`src/hw/rtl/bpdc_pkg.sv`:
```
package bpdc_pkg;

   localparam int CNT_W = 16;
   localparam int ADC_W = 12;
   localparam int CSR_IDX_W = 3;
   localparam int CSR_DATA_W = 16;
   localparam int REQ_DATA_W = 16;
   localparam int RSP_DATA_W = 24;
   localparam int PHASE_CODE_W = 3;

   // register indexes of the configuration port
   localparam logic [CSR_IDX_W-1:0] CSR_DEBOUNCE_TICKS   = 3'd0;
   localparam logic [CSR_IDX_W-1:0] CSR_SHORT_PRESS_MAX  = 3'd1;
   localparam logic [CSR_IDX_W-1:0] CSR_MEDIUM_PRESS_MAX = 3'd2;
   localparam logic [CSR_IDX_W-1:0] CSR_HOLD_SLEEP_TICKS = 3'd3;
   localparam logic [CSR_IDX_W-1:0] CSR_DISPLAY_TICKS    = 3'd4;
   localparam logic [CSR_IDX_W-1:0] CSR_BATTERY_HIGH     = 3'd5;
   localparam logic [CSR_IDX_W-1:0] CSR_BATTERY_MID      = 3'd6;

   // phase codes as seen on the result channel
   localparam logic [PHASE_CODE_W-1:0] CODE_SLEEP    = 3'd0;
   localparam logic [PHASE_CODE_W-1:0] CODE_DEBOUNCE = 3'd1;
   localparam logic [PHASE_CODE_W-1:0] CODE_PRESS    = 3'd2;
   localparam logic [PHASE_CODE_W-1:0] CODE_BATTERY  = 3'd3;
   localparam logic [PHASE_CODE_W-1:0] CODE_WIFI     = 3'd4;
   localparam logic [PHASE_CODE_W-1:0] CODE_LONG     = 3'd5;
   localparam logic [PHASE_CODE_W-1:0] CODE_GOSLEEP  = 3'd6;

   typedef enum logic [6:0] {
      PH_SLEEP    = 7'b0000001,
      PH_DEBOUNCE = 7'b0000010,
      PH_PRESS    = 7'b0000100,
      PH_BATTERY  = 7'b0001000,
      PH_WIFI     = 7'b0010000,
      PH_LONG     = 7'b0100000,
      PH_GOSLEEP  = 7'b1000000
   } phase_type;

   typedef struct packed {
      logic main;
      logic red;
      logic green;
      logic blue;
   } leds_type;

   function automatic logic [PHASE_CODE_W-1:0] phase_code(input phase_type ph);
      logic [PHASE_CODE_W-1:0] code;
      case (ph)
         PH_SLEEP:    code = CODE_SLEEP;
         PH_DEBOUNCE: code = CODE_DEBOUNCE;
         PH_PRESS:    code = CODE_PRESS;
         PH_BATTERY:  code = CODE_BATTERY;
         PH_WIFI:     code = CODE_WIFI;
         PH_LONG:     code = CODE_LONG;
         PH_GOSLEEP:  code = CODE_GOSLEEP;
         default:     code = CODE_SLEEP;
      endcase
      return code;
   endfunction

endpackage

```
`src/hw/rtl/button_press_duration_classifier.sv`:
```
// Button press duration classifier.
// Requests arrive on req_ (tvalid/tready/tdata), one per poll step, carrying
// the button edge flag, the timer tick, the button level and an ADC sample.
// Each request yields exactly one response on rsp_: the phase code, the four
// LED levels and the tick counter as they stand after that step.
// Registers are written through csr_we/csr_index/csr_wdata; the user must
// write them only while idle, the block does not enforce it. Throughput: one
// request per cycle unless rsp_tready stalls; each step is a single pass of
// compares and counter updates between the input and response registers.
// Blink tests use one residue counter per blink period that follows the tick
// counter, so no divider sits in the path.
// Reset: phase sleep, counter and timer cleared, block armed, LEDs off,
// registers at their default values, both pipeline registers empty.
// Stall: while rsp_tready is low the response register holds; one more
// request can be taken into the input register, then req_tready drops.
module button_press_duration_classifier #(
   parameter int PRESS_BLINK_PERIOD = 50,
   parameter int HIGH_BLINK_PERIOD  = 10,
   parameter int MID_BLINK_PERIOD   = 20,
   parameter int LOW_BLINK_PERIOD   = 40,
   parameter int ADC_BITS           = 12
) (
   input  logic                                 clock,
   input  logic                                 reset,
   input  logic                                 req_tvalid,
   output logic                                 req_tready,
   // button_edge, tick, button_level, adc_sample[11:0], zero fill
   input  logic [bpdc_pkg::REQ_DATA_W-1:0]      req_tdata,
   output logic                                 rsp_tvalid,
   input  logic                                 rsp_tready,
   // phase_code[2:0], main_led, red_led, green_led, blue_led,
   // elapsed_ticks[15:0], zero fill
   output logic [bpdc_pkg::RSP_DATA_W-1:0]      rsp_tdata,
   input  logic                                 csr_we,
   input  logic [bpdc_pkg::CSR_IDX_W-1:0]       csr_index,
   input  logic [bpdc_pkg::CSR_DATA_W-1:0]      csr_wdata
);

   localparam int CW = bpdc_pkg::CNT_W;
   localparam int AW = bpdc_pkg::ADC_W;
   localparam int AdcKeep = (ADC_BITS < AW) ? ADC_BITS : AW;
   localparam logic [AW-1:0] AdcMask = AW'((32'd1 << AdcKeep) - 32'd1);
   localparam logic [CW-1:0] PressLast = CW'(PRESS_BLINK_PERIOD - 1);
   localparam logic [CW-1:0] HighLast  = CW'(HIGH_BLINK_PERIOD - 1);
   localparam logic [CW-1:0] MidLast   = CW'(MID_BLINK_PERIOD - 1);
   localparam logic [CW-1:0] LowLast   = CW'(LOW_BLINK_PERIOD - 1);
   localparam logic [CW-1:0] CntMax    = '1;

   function automatic logic [CW-1:0] res_step(input logic [CW-1:0] r,
                                              input logic [CW-1:0] last);
      return (r == last) ? '0 : r + CW'(1);
   endfunction

   // configuration registers
   logic [CW-1:0] debounce_ticks_ff, short_press_max_ff, medium_press_max_ff;
   logic [CW-1:0] hold_sleep_ticks_ff, display_ticks_ff;
   logic [AW-1:0] battery_high_ff, battery_mid_ff;

   // block state
   bpdc_pkg::phase_type phase_ff, phase_in;
   logic [CW-1:0]       cnt_ff, cnt_in;
   logic                run_ff, run_in;
   logic                armed_ff, armed_in;
   logic [AW-1:0]       level_ff, level_in;
   bpdc_pkg::leds_type  leds_ff, leds_in;
   logic [CW-1:0]       r_press_ff, r_press_in, r_high_ff, r_high_in;
   logic [CW-1:0]       r_mid_ff, r_mid_in, r_low_ff, r_low_in;

   // pipeline registers
   logic                s1_valid_ff;
   logic                s1_edge_ff, s1_tick_ff, s1_held_ff;
   logic [AW-1:0]       s1_sample_ff;
   logic                out_valid_ff;
   logic [bpdc_pkg::RSP_DATA_W-1:0] out_data_ff, out_data_in;

   logic advance;
   logic clear_cnt;

   assign advance    = s1_valid_ff && (!out_valid_ff || rsp_tready);
   assign req_tready = !s1_valid_ff || advance;
   assign rsp_tvalid = out_valid_ff;
   assign rsp_tdata  = out_data_ff;

   always_ff @(posedge clock) begin
      if (reset) begin
         debounce_ticks_ff   <= CW'(2);
         short_press_max_ff  <= CW'(100);
         medium_press_max_ff <= CW'(300);
         hold_sleep_ticks_ff <= CW'(500);
         display_ticks_ff    <= CW'(300);
         battery_high_ff     <= AW'(3000);
         battery_mid_ff      <= AW'(2500);
      end else if (csr_we) begin
         case (csr_index)
            bpdc_pkg::CSR_DEBOUNCE_TICKS:   debounce_ticks_ff   <= csr_wdata;
            bpdc_pkg::CSR_SHORT_PRESS_MAX:  short_press_max_ff  <= csr_wdata;
            bpdc_pkg::CSR_MEDIUM_PRESS_MAX: medium_press_max_ff <= csr_wdata;
            bpdc_pkg::CSR_HOLD_SLEEP_TICKS: hold_sleep_ticks_ff <= csr_wdata;
            bpdc_pkg::CSR_DISPLAY_TICKS:    display_ticks_ff    <= csr_wdata;
            bpdc_pkg::CSR_BATTERY_HIGH:     battery_high_ff     <= csr_wdata[AW-1:0];
            bpdc_pkg::CSR_BATTERY_MID:      battery_mid_ff      <= csr_wdata[AW-1:0];
            default: ;
         endcase
      end
   end

   // one poll step
   always_comb begin
      phase_in   = phase_ff;
      cnt_in     = cnt_ff;
      run_in     = run_ff;
      armed_in   = armed_ff;
      level_in   = level_ff;
      leds_in    = leds_ff;
      r_press_in = r_press_ff;
      r_high_in  = r_high_ff;
      r_mid_in   = r_mid_ff;
      r_low_in   = r_low_ff;
      clear_cnt  = 1'b0;

      if (s1_edge_ff) begin
         leds_in.main = 1'b1;
         phase_in     = bpdc_pkg::PH_DEBOUNCE;
         armed_in     = 1'b1;
      end
      if (s1_tick_ff && run_ff && cnt_ff != CntMax) begin
         cnt_in     = cnt_ff + CW'(1);
         r_press_in = res_step(r_press_ff, PressLast);
         r_high_in  = res_step(r_high_ff, HighLast);
         r_mid_in   = res_step(r_mid_ff, MidLast);
         r_low_in   = res_step(r_low_ff, LowLast);
      end

      case (phase_in)
         bpdc_pkg::PH_DEBOUNCE: begin
            if (cnt_in < debounce_ticks_ff) begin
               if (armed_in) begin
                  armed_in = 1'b0;
                  run_in   = 1'b1;
               end
            end else begin
               phase_in = bpdc_pkg::PH_PRESS;
            end
         end
         bpdc_pkg::PH_PRESS: begin
            if (s1_held_ff) begin
               if (s1_tick_ff && r_press_in == '0) leds_in.main = !leds_in.main;
               if (cnt_in > hold_sleep_ticks_ff) phase_in = bpdc_pkg::PH_GOSLEEP;
            end else begin
               run_in       = 1'b0;
               leds_in.main = 1'b0;
               if (cnt_in <= short_press_max_ff) phase_in = bpdc_pkg::PH_BATTERY;
               else if (cnt_in <= medium_press_max_ff) phase_in = bpdc_pkg::PH_WIFI;
               else phase_in = bpdc_pkg::PH_LONG;
               armed_in  = 1'b1;
               clear_cnt = 1'b1;
            end
         end
         bpdc_pkg::PH_BATTERY: begin
            if (armed_in) begin
               level_in = s1_sample_ff & AdcMask;
               run_in   = 1'b1;
               armed_in = 1'b0;
            end
            if (s1_tick_ff) begin
               if (level_in >= battery_high_ff) begin
                  if (r_high_in == '0) leds_in.green = !leds_in.green;
               end else if (level_in >= battery_mid_ff) begin
                  if (r_mid_in == '0) leds_in.blue = !leds_in.blue;
               end else begin
                  if (r_low_in == '0) leds_in.red = !leds_in.red;
               end
            end
            if (cnt_in >= display_ticks_ff) begin
               phase_in  = bpdc_pkg::PH_SLEEP;
               run_in    = 1'b0;
               clear_cnt = 1'b1;
            end
         end
         bpdc_pkg::PH_WIFI: phase_in = bpdc_pkg::PH_GOSLEEP;
         bpdc_pkg::PH_LONG: begin
            leds_in.main = 1'b1;
            run_in       = 1'b1;
            armed_in     = 1'b0;
            if (cnt_in >= display_ticks_ff) begin
               phase_in  = bpdc_pkg::PH_SLEEP;
               run_in    = 1'b0;
               clear_cnt = 1'b1;
            end
         end
         bpdc_pkg::PH_GOSLEEP: begin
            phase_in     = bpdc_pkg::PH_SLEEP;
            run_in       = 1'b0;
            clear_cnt    = 1'b1;
            leds_in.main = 1'b0;
         end
         default: ;
      endcase

      if (clear_cnt) begin
         cnt_in     = '0;
         r_press_in = '0;
         r_high_in  = '0;
         r_mid_in   = '0;
         r_low_in   = '0;
      end

      out_data_in = {1'b0, cnt_in, leds_in.blue, leds_in.green, leds_in.red,
                     leds_in.main, bpdc_pkg::phase_code(phase_in)};
   end

   always_ff @(posedge clock) begin
      if (reset) begin
         phase_ff   <= bpdc_pkg::PH_SLEEP;
         cnt_ff     <= '0;
         run_ff     <= 1'b0;
         armed_ff   <= 1'b1;
         level_ff   <= '0;
         leds_ff    <= '0;
         r_press_ff <= '0;
         r_high_ff  <= '0;
         r_mid_ff   <= '0;
         r_low_ff   <= '0;
      end else if (advance) begin
         phase_ff   <= phase_in;
         cnt_ff     <= cnt_in;
         run_ff     <= run_in;
         armed_ff   <= armed_in;
         level_ff   <= level_in;
         leds_ff    <= leds_in;
         r_press_ff <= r_press_in;
         r_high_ff  <= r_high_in;
         r_mid_ff   <= r_mid_in;
         r_low_ff   <= r_low_in;
      end
   end

   always_ff @(posedge clock) begin
      if (reset) begin
         s1_valid_ff  <= 1'b0;
         out_valid_ff <= 1'b0;
      end else begin
         if (req_tready) s1_valid_ff <= req_tvalid;
         if (advance) out_valid_ff <= 1'b1;
         else if (rsp_tready) out_valid_ff <= 1'b0;
      end
   end

   always_ff @(posedge clock) begin
      if (req_tvalid && req_tready) begin
         s1_edge_ff   <= req_tdata[0];
         s1_tick_ff   <= req_tdata[1];
         s1_held_ff   <= req_tdata[2];
         s1_sample_ff <= req_tdata[AW+2:3];
      end
      if (advance) out_data_ff <= out_data_in;
   end

   // residues never reach their period
   assert property (@(posedge clock) disable iff (reset)
      r_press_ff <= PressLast && r_high_ff <= HighLast &&
      r_mid_ff <= MidLast && r_low_ff <= LowLast)
      else $error("blink residue out of range");

   // a cleared counter has all residues cleared
   assert property (@(posedge clock) disable iff (reset)
      cnt_ff == '0 |-> (r_press_ff == '0 && r_high_ff == '0 &&
                        r_mid_ff == '0 && r_low_ff == '0))
      else $error("blink residue out of step with counter");

   // sleep always has the timer stopped and the counter cleared
   assert property (@(posedge clock) disable iff (reset)
      phase_ff == bpdc_pkg::PH_SLEEP |-> (!run_ff && cnt_ff == '0))
      else $error("sleep with timer running or counter set");

   // a loaded response shows the state that the step left
   assert property (@(posedge clock) disable iff (reset)
      (!$past(reset) && $past(advance)) |->
         (rsp_tdata[bpdc_pkg::PHASE_CODE_W-1:0] == bpdc_pkg::phase_code(phase_ff) &&
          rsp_tdata[CW+6:7] == cnt_ff))
      else $error("response differs from block state");

endmodule

```
`config.mk`:
```
export PLATFORM = sky130hd
export DESIGN_NAME = button_press_duration_classifier
export DESIGN_NICKNAME = d
export VERILOG_FILES = /design/src/hw/rtl/bpdc_pkg.sv /design/src/hw/rtl/button_press_duration_classifier.sv
export SDC_FILE = /design/constraint.sdc
export NUM_CORES = 1
export LEC_CHECK = 0
export ABC_CLOCK_PERIOD_IN_PS = 7800
export BUFFER_PORTS_ARGS = -buffer_cell sky130_fd_sc_hd__buf_4
export CORE_UTILIZATION = 68
export CTS_CLUSTER_DIAMETER = 80
export DETAILED_ROUTE_END_ITERATION = 7
export PLACE_DENSITY = 0.95
export SYNTH_ARGS = -nofsm -noshare
export SYNTH_HDL_FRONTEND = slang
export SYNTH_SLANG_ARGS = --single-unit
```
`constraint.sdc`:
```
create_clock -name clock -period 7.8 [get_ports clock]
set_input_delay 1.56 -clock clock [delete_from_list [all_inputs] [get_ports clock]]
set_output_delay 1.56 -clock clock [all_outputs]
set_load 0.01 [all_outputs]
```
# ---- Word level (Yosys, flattened, before mapping)
# Index checks and enable logic that the tools add are counted.
dict set report totals {
  reg_bits 249
  latchBits 0
  ramBits 0
  rom_bits 0
  input_bits 40
  out_inout_bits 26
  word_cells 148
  n_memories 0
}
dict set report classes {
  n_addsub 5
  n_mul 0
  div_mod_pow 0
  order_cmp 7
  eq_ne 25
  shift 0
  n_mux 54
  n_bitwise 0
  reduce_logical 30
}
# cell n
set ops {}
lappend ops {{16-bit 2-to-1 mux} 14}
lappend ops {{16-bit by 1-bit adder with 16-bit output, second input constant} 5}
lappend ops {{16-bit zero test} 4}
lappend ops {{7-bit 2-to-1 mux} 6}
lappend ops {{7-bit case mux with 5 select lines} 1}
lappend ops {{16-bit by 6-bit == test with 1-bit output, second input constant} 2}
lappend ops {{16-bit less-or-equal comparator} 2}
lappend ops {{12-bit greater-or-equal comparator} 2}
lappend ops {{12-bit 2-to-1 mux} 2}
lappend ops {{1-bit 2-to-1 mux} 23}
lappend ops {{3-bit case mux with 6 select lines} 1}
lappend ops {{16-bit by 4-bit == test with 1-bit output, second input constant} 1}
lappend ops {{16-bit by 5-bit == test with 1-bit output, second input constant} 1}
lappend ops {{16-bit greater-or-equal comparator} 1}
lappend ops {{16-bit > comparator} 1}
lappend ops {{16-bit < comparator} 1}
lappend ops {{16-bit inequality test, second input constant} 1}
lappend ops {{2-bit AND reduction} 8}
lappend ops {{7-bit by 2-bit == test with 1-bit output, second input constant} 2}
lappend ops {{7-bit by 3-bit == test with 1-bit output, second input constant} 2}
lappend ops {{7-bit by 4-bit == test with 1-bit output, second input constant} 2}
lappend ops {{7-bit by 5-bit == test with 1-bit output, second input constant} 2}
lappend ops {{7-bit by 6-bit == test with 1-bit output, second input constant} 2}
lappend ops {{7-bit == test, second input constant} 2}
lappend ops {{other kinds (16)} 33}

# ---- Logic depth before layout (Yosys ltp)
dict set report logic_depth {
  ltp_word 10
  ltp_mapped 20
  depth_no_buf 16
}

# ---- Worst setup path after synthesis
# Ideal clock, no wire load.
dict set report synth_timing {
  path_type {register to register}
  from {reg cnt_ff[0]}
  to {reg out_data_ff, in the netlist rsp_tdata[0] (data pin)}
  setup_time_ps 152
  t_arrival_ps 4359
  required_time_ps 7648
  slack_ps 3290
  path_stages_with_launch 18
  path_buffers 1
  period_less_slack_ps 4510
  path_cell_list {dfxtp_1 ha_1 nand4_1 nor4_4 buf_2 or4_1 or3_1 nor3_1 xor2_1 ha_1 nand4_1 nor4_1 o41ai_1 o211a_1 a21boi_0 a21o_1 or3b_2 a31oi_1}
}
dict set report synth_between {
  elab_chain_len 10
  elab_cells_between_ends 23
  classes_between {1 x add/sub; 5 x order compare; 7 x eq/ne; 9 x mux; 1 x reduce/logical}
}
# element line
set synth_lines {}
lappend synth_lines {{start, declared} button_press_duration_classifier.sv:61} ;# logic [CW-1:0] cnt_ff, cnt_in;
lappend synth_lines {{start signal, assigned} button_press_duration_classifier.sv:226} ;# cnt_ff <= cnt_in;
lappend synth_lines {{branches (longest 2 deep; another with 16-bit by 1-bit adder with 16-bit output)} --}
lappend synth_lines {{16-bit 2-to-1 mux *} button_press_duration_classifier.sv:126} ;# if (s1_tick_ff && run_ff && cnt_ff != CntMax) begin
lappend synth_lines {{16-bit less-or-equal comparator} button_press_duration_classifier.sv:153} ;# else if (cnt_in <= medium_press_max_ff) phase_in = bpdc_pkg::PH_WIFI;
lappend synth_lines {{6-bit 2-to-1 mux} button_press_duration_classifier.sv:153}
lappend synth_lines {{7-bit 2-to-1 mux} button_press_duration_classifier.sv:152} ;# if (cnt_in <= short_press_max_ff) phase_in = bpdc_pkg::PH_BATTERY;
lappend synth_lines {{7-bit 2-to-1 mux} button_press_duration_classifier.sv:146} ;# if (s1_held_ff) begin
lappend synth_lines {{7-bit case mux with 5 select lines *} button_press_duration_classifier.sv:134} ;# case (phase_in)
lappend synth_lines {{7-bit == test, or another cell as far along} bpdc_pkg.sv:48} ;# case (ph)
lappend synth_lines {{3-bit case mux with 6 select lines *} bpdc_pkg.sv:48}
lappend synth_lines {{named net out_data_in, one bit} button_press_duration_classifier.sv:74} ;# logic [bpdc_pkg::RSP_DATA_W-1:0] out_data_ff, out_data_in;
lappend synth_lines {{end signal, assigned} button_press_duration_classifier.sv:256} ;# if (advance) out_data_ff <= out_data_in;
lappend synth_lines {{end, declared} button_press_duration_classifier.sv:74}
# Mark *: on every way through the listed nets, which the timed path passes.
# A chain may end at the register's enable or synchronous reset.

# ---- Final worst setup path
dict set report layout_timing {
  from {reg cnt_ff[0]}
  to {reg r_low_ff[3]}
}
dict set report layout_between {
  elab_chain_len 7
  elab_cells_between_ends 9
  classes_between {1 x add/sub; 1 x order compare; 1 x eq/ne; 5 x mux; 1 x reduce/logical}
}
# element line
set layout_lines {}
lappend layout_lines {{branches (longest 6 deep; another with 16-bit by 1-bit adder with 16-bit output)} --}
lappend layout_lines {{16-bit 2-to-1 mux *} button_press_duration_classifier.sv:200} ;# if (clear_cnt) begin
lappend layout_lines {{end signal, assigned} button_press_duration_classifier.sv:234} ;# r_low_ff <= r_low_in;
lappend layout_lines {{end, declared} button_press_duration_classifier.sv:67} ;# logic [CW-1:0] r_mid_ff, r_mid_in, r_low_ff, r_low_in;
# Mark *: on every way between the ends.

==> metrics.csv <==
stage,metric,value,unit
status,run_status,finished clean,
min_path,whs_path_depth,2,
power_and_ir_drop,clock_power_share,0.460,
place,finalWeightedCongestion,0.932,
floorplanning,core,21300,um^2
clock_network,cts_hold_buffers,0,
floorplanning,i_o_pins,66,
layout,fin_nets,2027,
clock_network,clock_sinks,249,
global_routing,global_route.usage.met1,0.454,
sta,worstMarginPinSlew,1120,ps
layout,multi_input_comb_area,8690,um^2
job,max_cap_violations,0,
yosys,synth_common_cells,"sky130_fd_sc_hd__nand2_1, sky130_fd_sc_hd__dfxtp_1, sky130_fd_sc_hd__a21oi_1",
layout,finish.cell_count_without_fillers,2176,
sta,totalNegativeSetupSlack,0,ps
worst_setup_path,crit_path_start_kind,flip-flop,
min_path,hold_path_end,hold_sleep_ticks_ff[1],
global_routing,antenna_found_initial,0,
yosys,synth.ff_latch_count,249,
sta,setup_skew,22.9,ps
sta,final-max-slew-violation-count,0,
worst_setup_path,worst-r2r-cell-count,18,
power_and_ir_drop,irDropWorstVdd,0.000192,V
clock_network,ctsResizeCount,0,
yosys,synth.lib_cells_used.distinct,78,
worst_setup_path,cp_data_arrival_time,6710,ps
place,hpwl,28000,um
clock_network,tritoncts,yes,
place,portBuffers,63,
sta,rsz_0062_raised_after_global_routing,false,
global_routing,wire_length_of_the_first_global_routing_pass,67600,um
layout,drive_above_1_share,0.0900,
detailed_routing,initial_drt_pass_iterations,8,
worst_setup_path,regToRegStartpoint,cnt_ff[0],
yosys,yosysMostFrequentCell,sky130_fd_sc_hd__nand2_1,
detailed_routing,route.vias.total,14500,
power_and_ir_drop,net-switching-power,0.698,mW
global_routing,busiest_layer,met2,
yosys,ys_warn_count,0,
yosys,netlist_instances,1879,
global_routing,grt_pass1_vias,13800,
min_path,worstHoldPathType,reg -> reg,
sta,setup_viol,0,
sta,finalCritPeriodShare,0.803,
clock_network,clockBufferDepth,3,
sta,period_minus_slack,6260,ps
clock_network,clock_insertion_delay_worst_skew,550,ps
global_routing,grt.met3_usage,0.0733,
power_and_ir_drop,power.combinational.fraction,0.078,
global_routing,grt_usage,0.374,
yosys,synth_enable_flop_cells,38,
global_routing,globalRouteOverflowTotal,0,
layout,n_antenna_cell,0,
worst_setup_path,timing.setup.critical_path_class,reg -> reg,
detailed_routing,routed_wl,42100,um
yosys,yosysSeqAreaShare,0.360,
worst_setup_path,r2r-end,r_low_ff[3],
sta,max_freq,0.160,GHz
worst_setup_path,reg_to_reg_setup_timing_slack,1540,ps
worst_setup_path,critical_path_sink_type,flip-flop,
power_and_ir_drop,pd_cells,178,nW/um^2
detailed_routing,drc,0,
global_routing,grt_start_max_net_pins,137,
worst_setup_path,maximum_net_fanout_on_the_critical_path,36,
clock_network,htreeDepth,1,
yosys,avgSynthCellArea,7.94,um^2
min_path,hold_path_startpoint,hold_sleep_ticks_ff[1],
clock_network,path_clk_slew,60,ps
power_and_ir_drop,power_frac_seq,0.462,
floorplanning,initial_core_utilization,0.701,
yosys,netlist_top_cells_area,"sky130_fd_sc_hd__dfxtp_1, sky130_fd_sc_hd__ha_1, sky130_fd_sc_hd__edfxtp_1",
power_and_ir_drop,power.switching_fraction,0.239,
floorplanning,die_area,22500,um^2
sta,finalHoldViolCount,0,
layout,syn2layout_area_growth,10.1,%
clock_network,tritoncts.num_buffers,26,
yosys,ys.flop_type,sky130_fd_sc_hd__dfxtp_1,
detailed_routing,drt.antenna.violating_nets,0,
sta,slew-limit-headroom,0.251,
floorplanning,die_height,150,um
detailed_routing,initialDrtViolationCount,1602,
yosys,dominant_cell_type_by_area_after_synthesis,sky130_fd_sc_hd__dfxtp_1,
detailed_routing,viasPerCell,6.67,
worst_setup_path,worstPathRequired,8250,ps
detailed_routing,drt-wirelength-per-cell,19.4,um
yosys,mappedNetlistNets,2025,
layout,layout.area.seq,5370,um^2
yosys,synth_async_sr_flop_share,0,
floorplanning,core.rowCount,53,
clock_network,cts_setup_buffers,0,
power_and_ir_drop,power_leakage,6.29,nW
floorplanning,die_w,150,um
power_and_ir_drop,cell_internal_pwr,2.22,mW
yosys,synth_area,14900,um^2
place,numPlacedInstances,2128,
clock_network,cts_root_buf,sky130_fd_sc_hd__clkbuf_16,
global_routing,global_route.usage.met2,0.621,
layout,fillers,1391,
yosys,synth_top_cell_area_share,0.283,
## layout by cell type, fill, tap and decap left out, types with 57 or more instances in the layout
cell type	n
sky130_fd_sc_hd__inv_1	121
sky130_fd_sc_hd__a21oi_1	197
sky130_fd_sc_hd__nor2_1	105
sky130_fd_sc_hd__buf_4	85
sky130_fd_sc_hd__nand2_1	298
sky130_fd_sc_hd__dfxtp_1	211
sky130_fd_sc_hd__ha_1	106
sky130_fd_sc_hd__nand3_1	57
sky130_fd_sc_hd__o21ai_0	74
sky130_fd_sc_hd__nor3_1	57
## power groups by stage
stage	clock network, mW	logic (mW)	registers [mW]
after floorplan	0	0.134	1.37
after global placement	0	0.206	1.37
after detailed placement	0	0.217	1.38
after CTS	1.34	0.221	1.35
after global routing	1.40	0.244	1.35
final	1.34	0.227	1.35
## routing by layer
layer,share of wire,up-vias,routed length (um)
met5,0,-,0
met4,0.055,0,2330
met3,0.11,233,4630
met2,0.46,862,19500
met1,0.37,6734,15700
li1,-,6684,-
## how the worst max path moves through the flow
| stage | startpoint | endpoint | slack [ps] |
|---|---|---|---|
| final | cnt_ff[0] | r_low_ff[3] | 1540 |
| after global routing | cnt_ff[0] | r_low_ff[12] | 1260 |
| after CTS | cnt_ff[0] | r_low_ff[3] | 1720 |
| after detailed placement | cnt_ff[0] | r_low_ff[3] | 1750 |
| after global placement | cnt_ff[0] | r_low_ff[3] | 1890 |
| after floorplan | cnt_ff[0] | rsp_tdata[0] | 3290 |
## metrics by stage
| step | area, um^2 | setup slack (ps) | utilization | hold slack [ps] | power, mW |
|---|---|---|---|---|---|
| 3_5_place_dp | 15500 | 1750 | 0.728 | 446 | 1.59 |
| 2_1_floorplan | 14900 | 3290 | - | 432 | 1.51 |
| 5_1_grt | 16400 | 1260 | 0.772 | 467 | 2.99 |
| 4_1_cts | 16400 | 1720 | 0.772 | 455 | 2.91 |
| 6_report | 16400 | 1540 | 0.772 | 455 | 2.92 |
| 3_3_place_gp | 15500 | 1890 | 0.728 | 442 | 1.58 |
## layout make-up
class	instances	share of cell area
sequential	249	0.326
inverter	122	0.0279
clock buffer	38	0.0467
timing repair buffer	86	0.0395
multi-input combinational	1396	0.529
tap	275	0.0209
clock inverter	10	0.00982
## sequential cells by signal, summed over array words and instances, names as in the netlist, 16 cells and up
| signal | flops |
|---|---|
| r_high_ff | 16 |
| cnt_ff | 16 |
| r_press_ff | 16 |
| r_mid_ff | 16 |
| display_ticks_ff | 16 |
| medium_press_max_ff | 16 |
| hold_sleep_ticks_ff | 16 |
| debounce_ticks_ff | 16 |
| rsp_tdata | 23 |
| r_low_ff | 16 |
| short_press_max_ff | 16 |
## critical path: stages (launching register included)
cell and delay [ps]:
sky130_fd_sc_hd__dfxtp_1 440, sky130_fd_sc_hd__ha_1 310, sky130_fd_sc_hd__nand4_1 210, sky130_fd_sc_hd__nor4_4 70, sky130_fd_sc_hd__buf_4 260, sky130_fd_sc_hd__or4_1 610, sky130_fd_sc_hd__or3_1 370, sky130_fd_sc_hd__nor3_1 180
sky130_fd_sc_hd__xor2_1 690, sky130_fd_sc_hd__ha_1 400, sky130_fd_sc_hd__a21oi_1 130, sky130_fd_sc_hd__o21ai_0 150, sky130_fd_sc_hd__a21oi_1 240, sky130_fd_sc_hd__o211a_1 350, sky130_fd_sc_hd__o21ai_4 170, sky130_fd_sc_hd__buf_4 330
sky130_fd_sc_hd__nor3_1 870, sky130_fd_sc_hd__a21oi_1 160, sky130_fd_sc_hd__nor3_1 210
## cells by family (layout without fill, tap and decap cells)
| group | Yosys count | in the layout | synth area share |
|---|---|---|---|
| and+or+nand+nor | 791 | 791 | 0.268 |
| AOI/OAI and AO/OA | 415 | 415 | 0.169 |
| other | 1 | 1 | 0.000251 |
| adders and majority gates | 106 | 106 | 0.0889 |
| buffers and inverters | 234 | 256 | 0.0600 |
| xor gates and xnor gates | 45 | 45 | 0.0273 |
| muxes | 38 | 38 | 0.0268 |
| DFF | 249 | 249 | 0.360 |
Power figures use the tool's default switching activity.
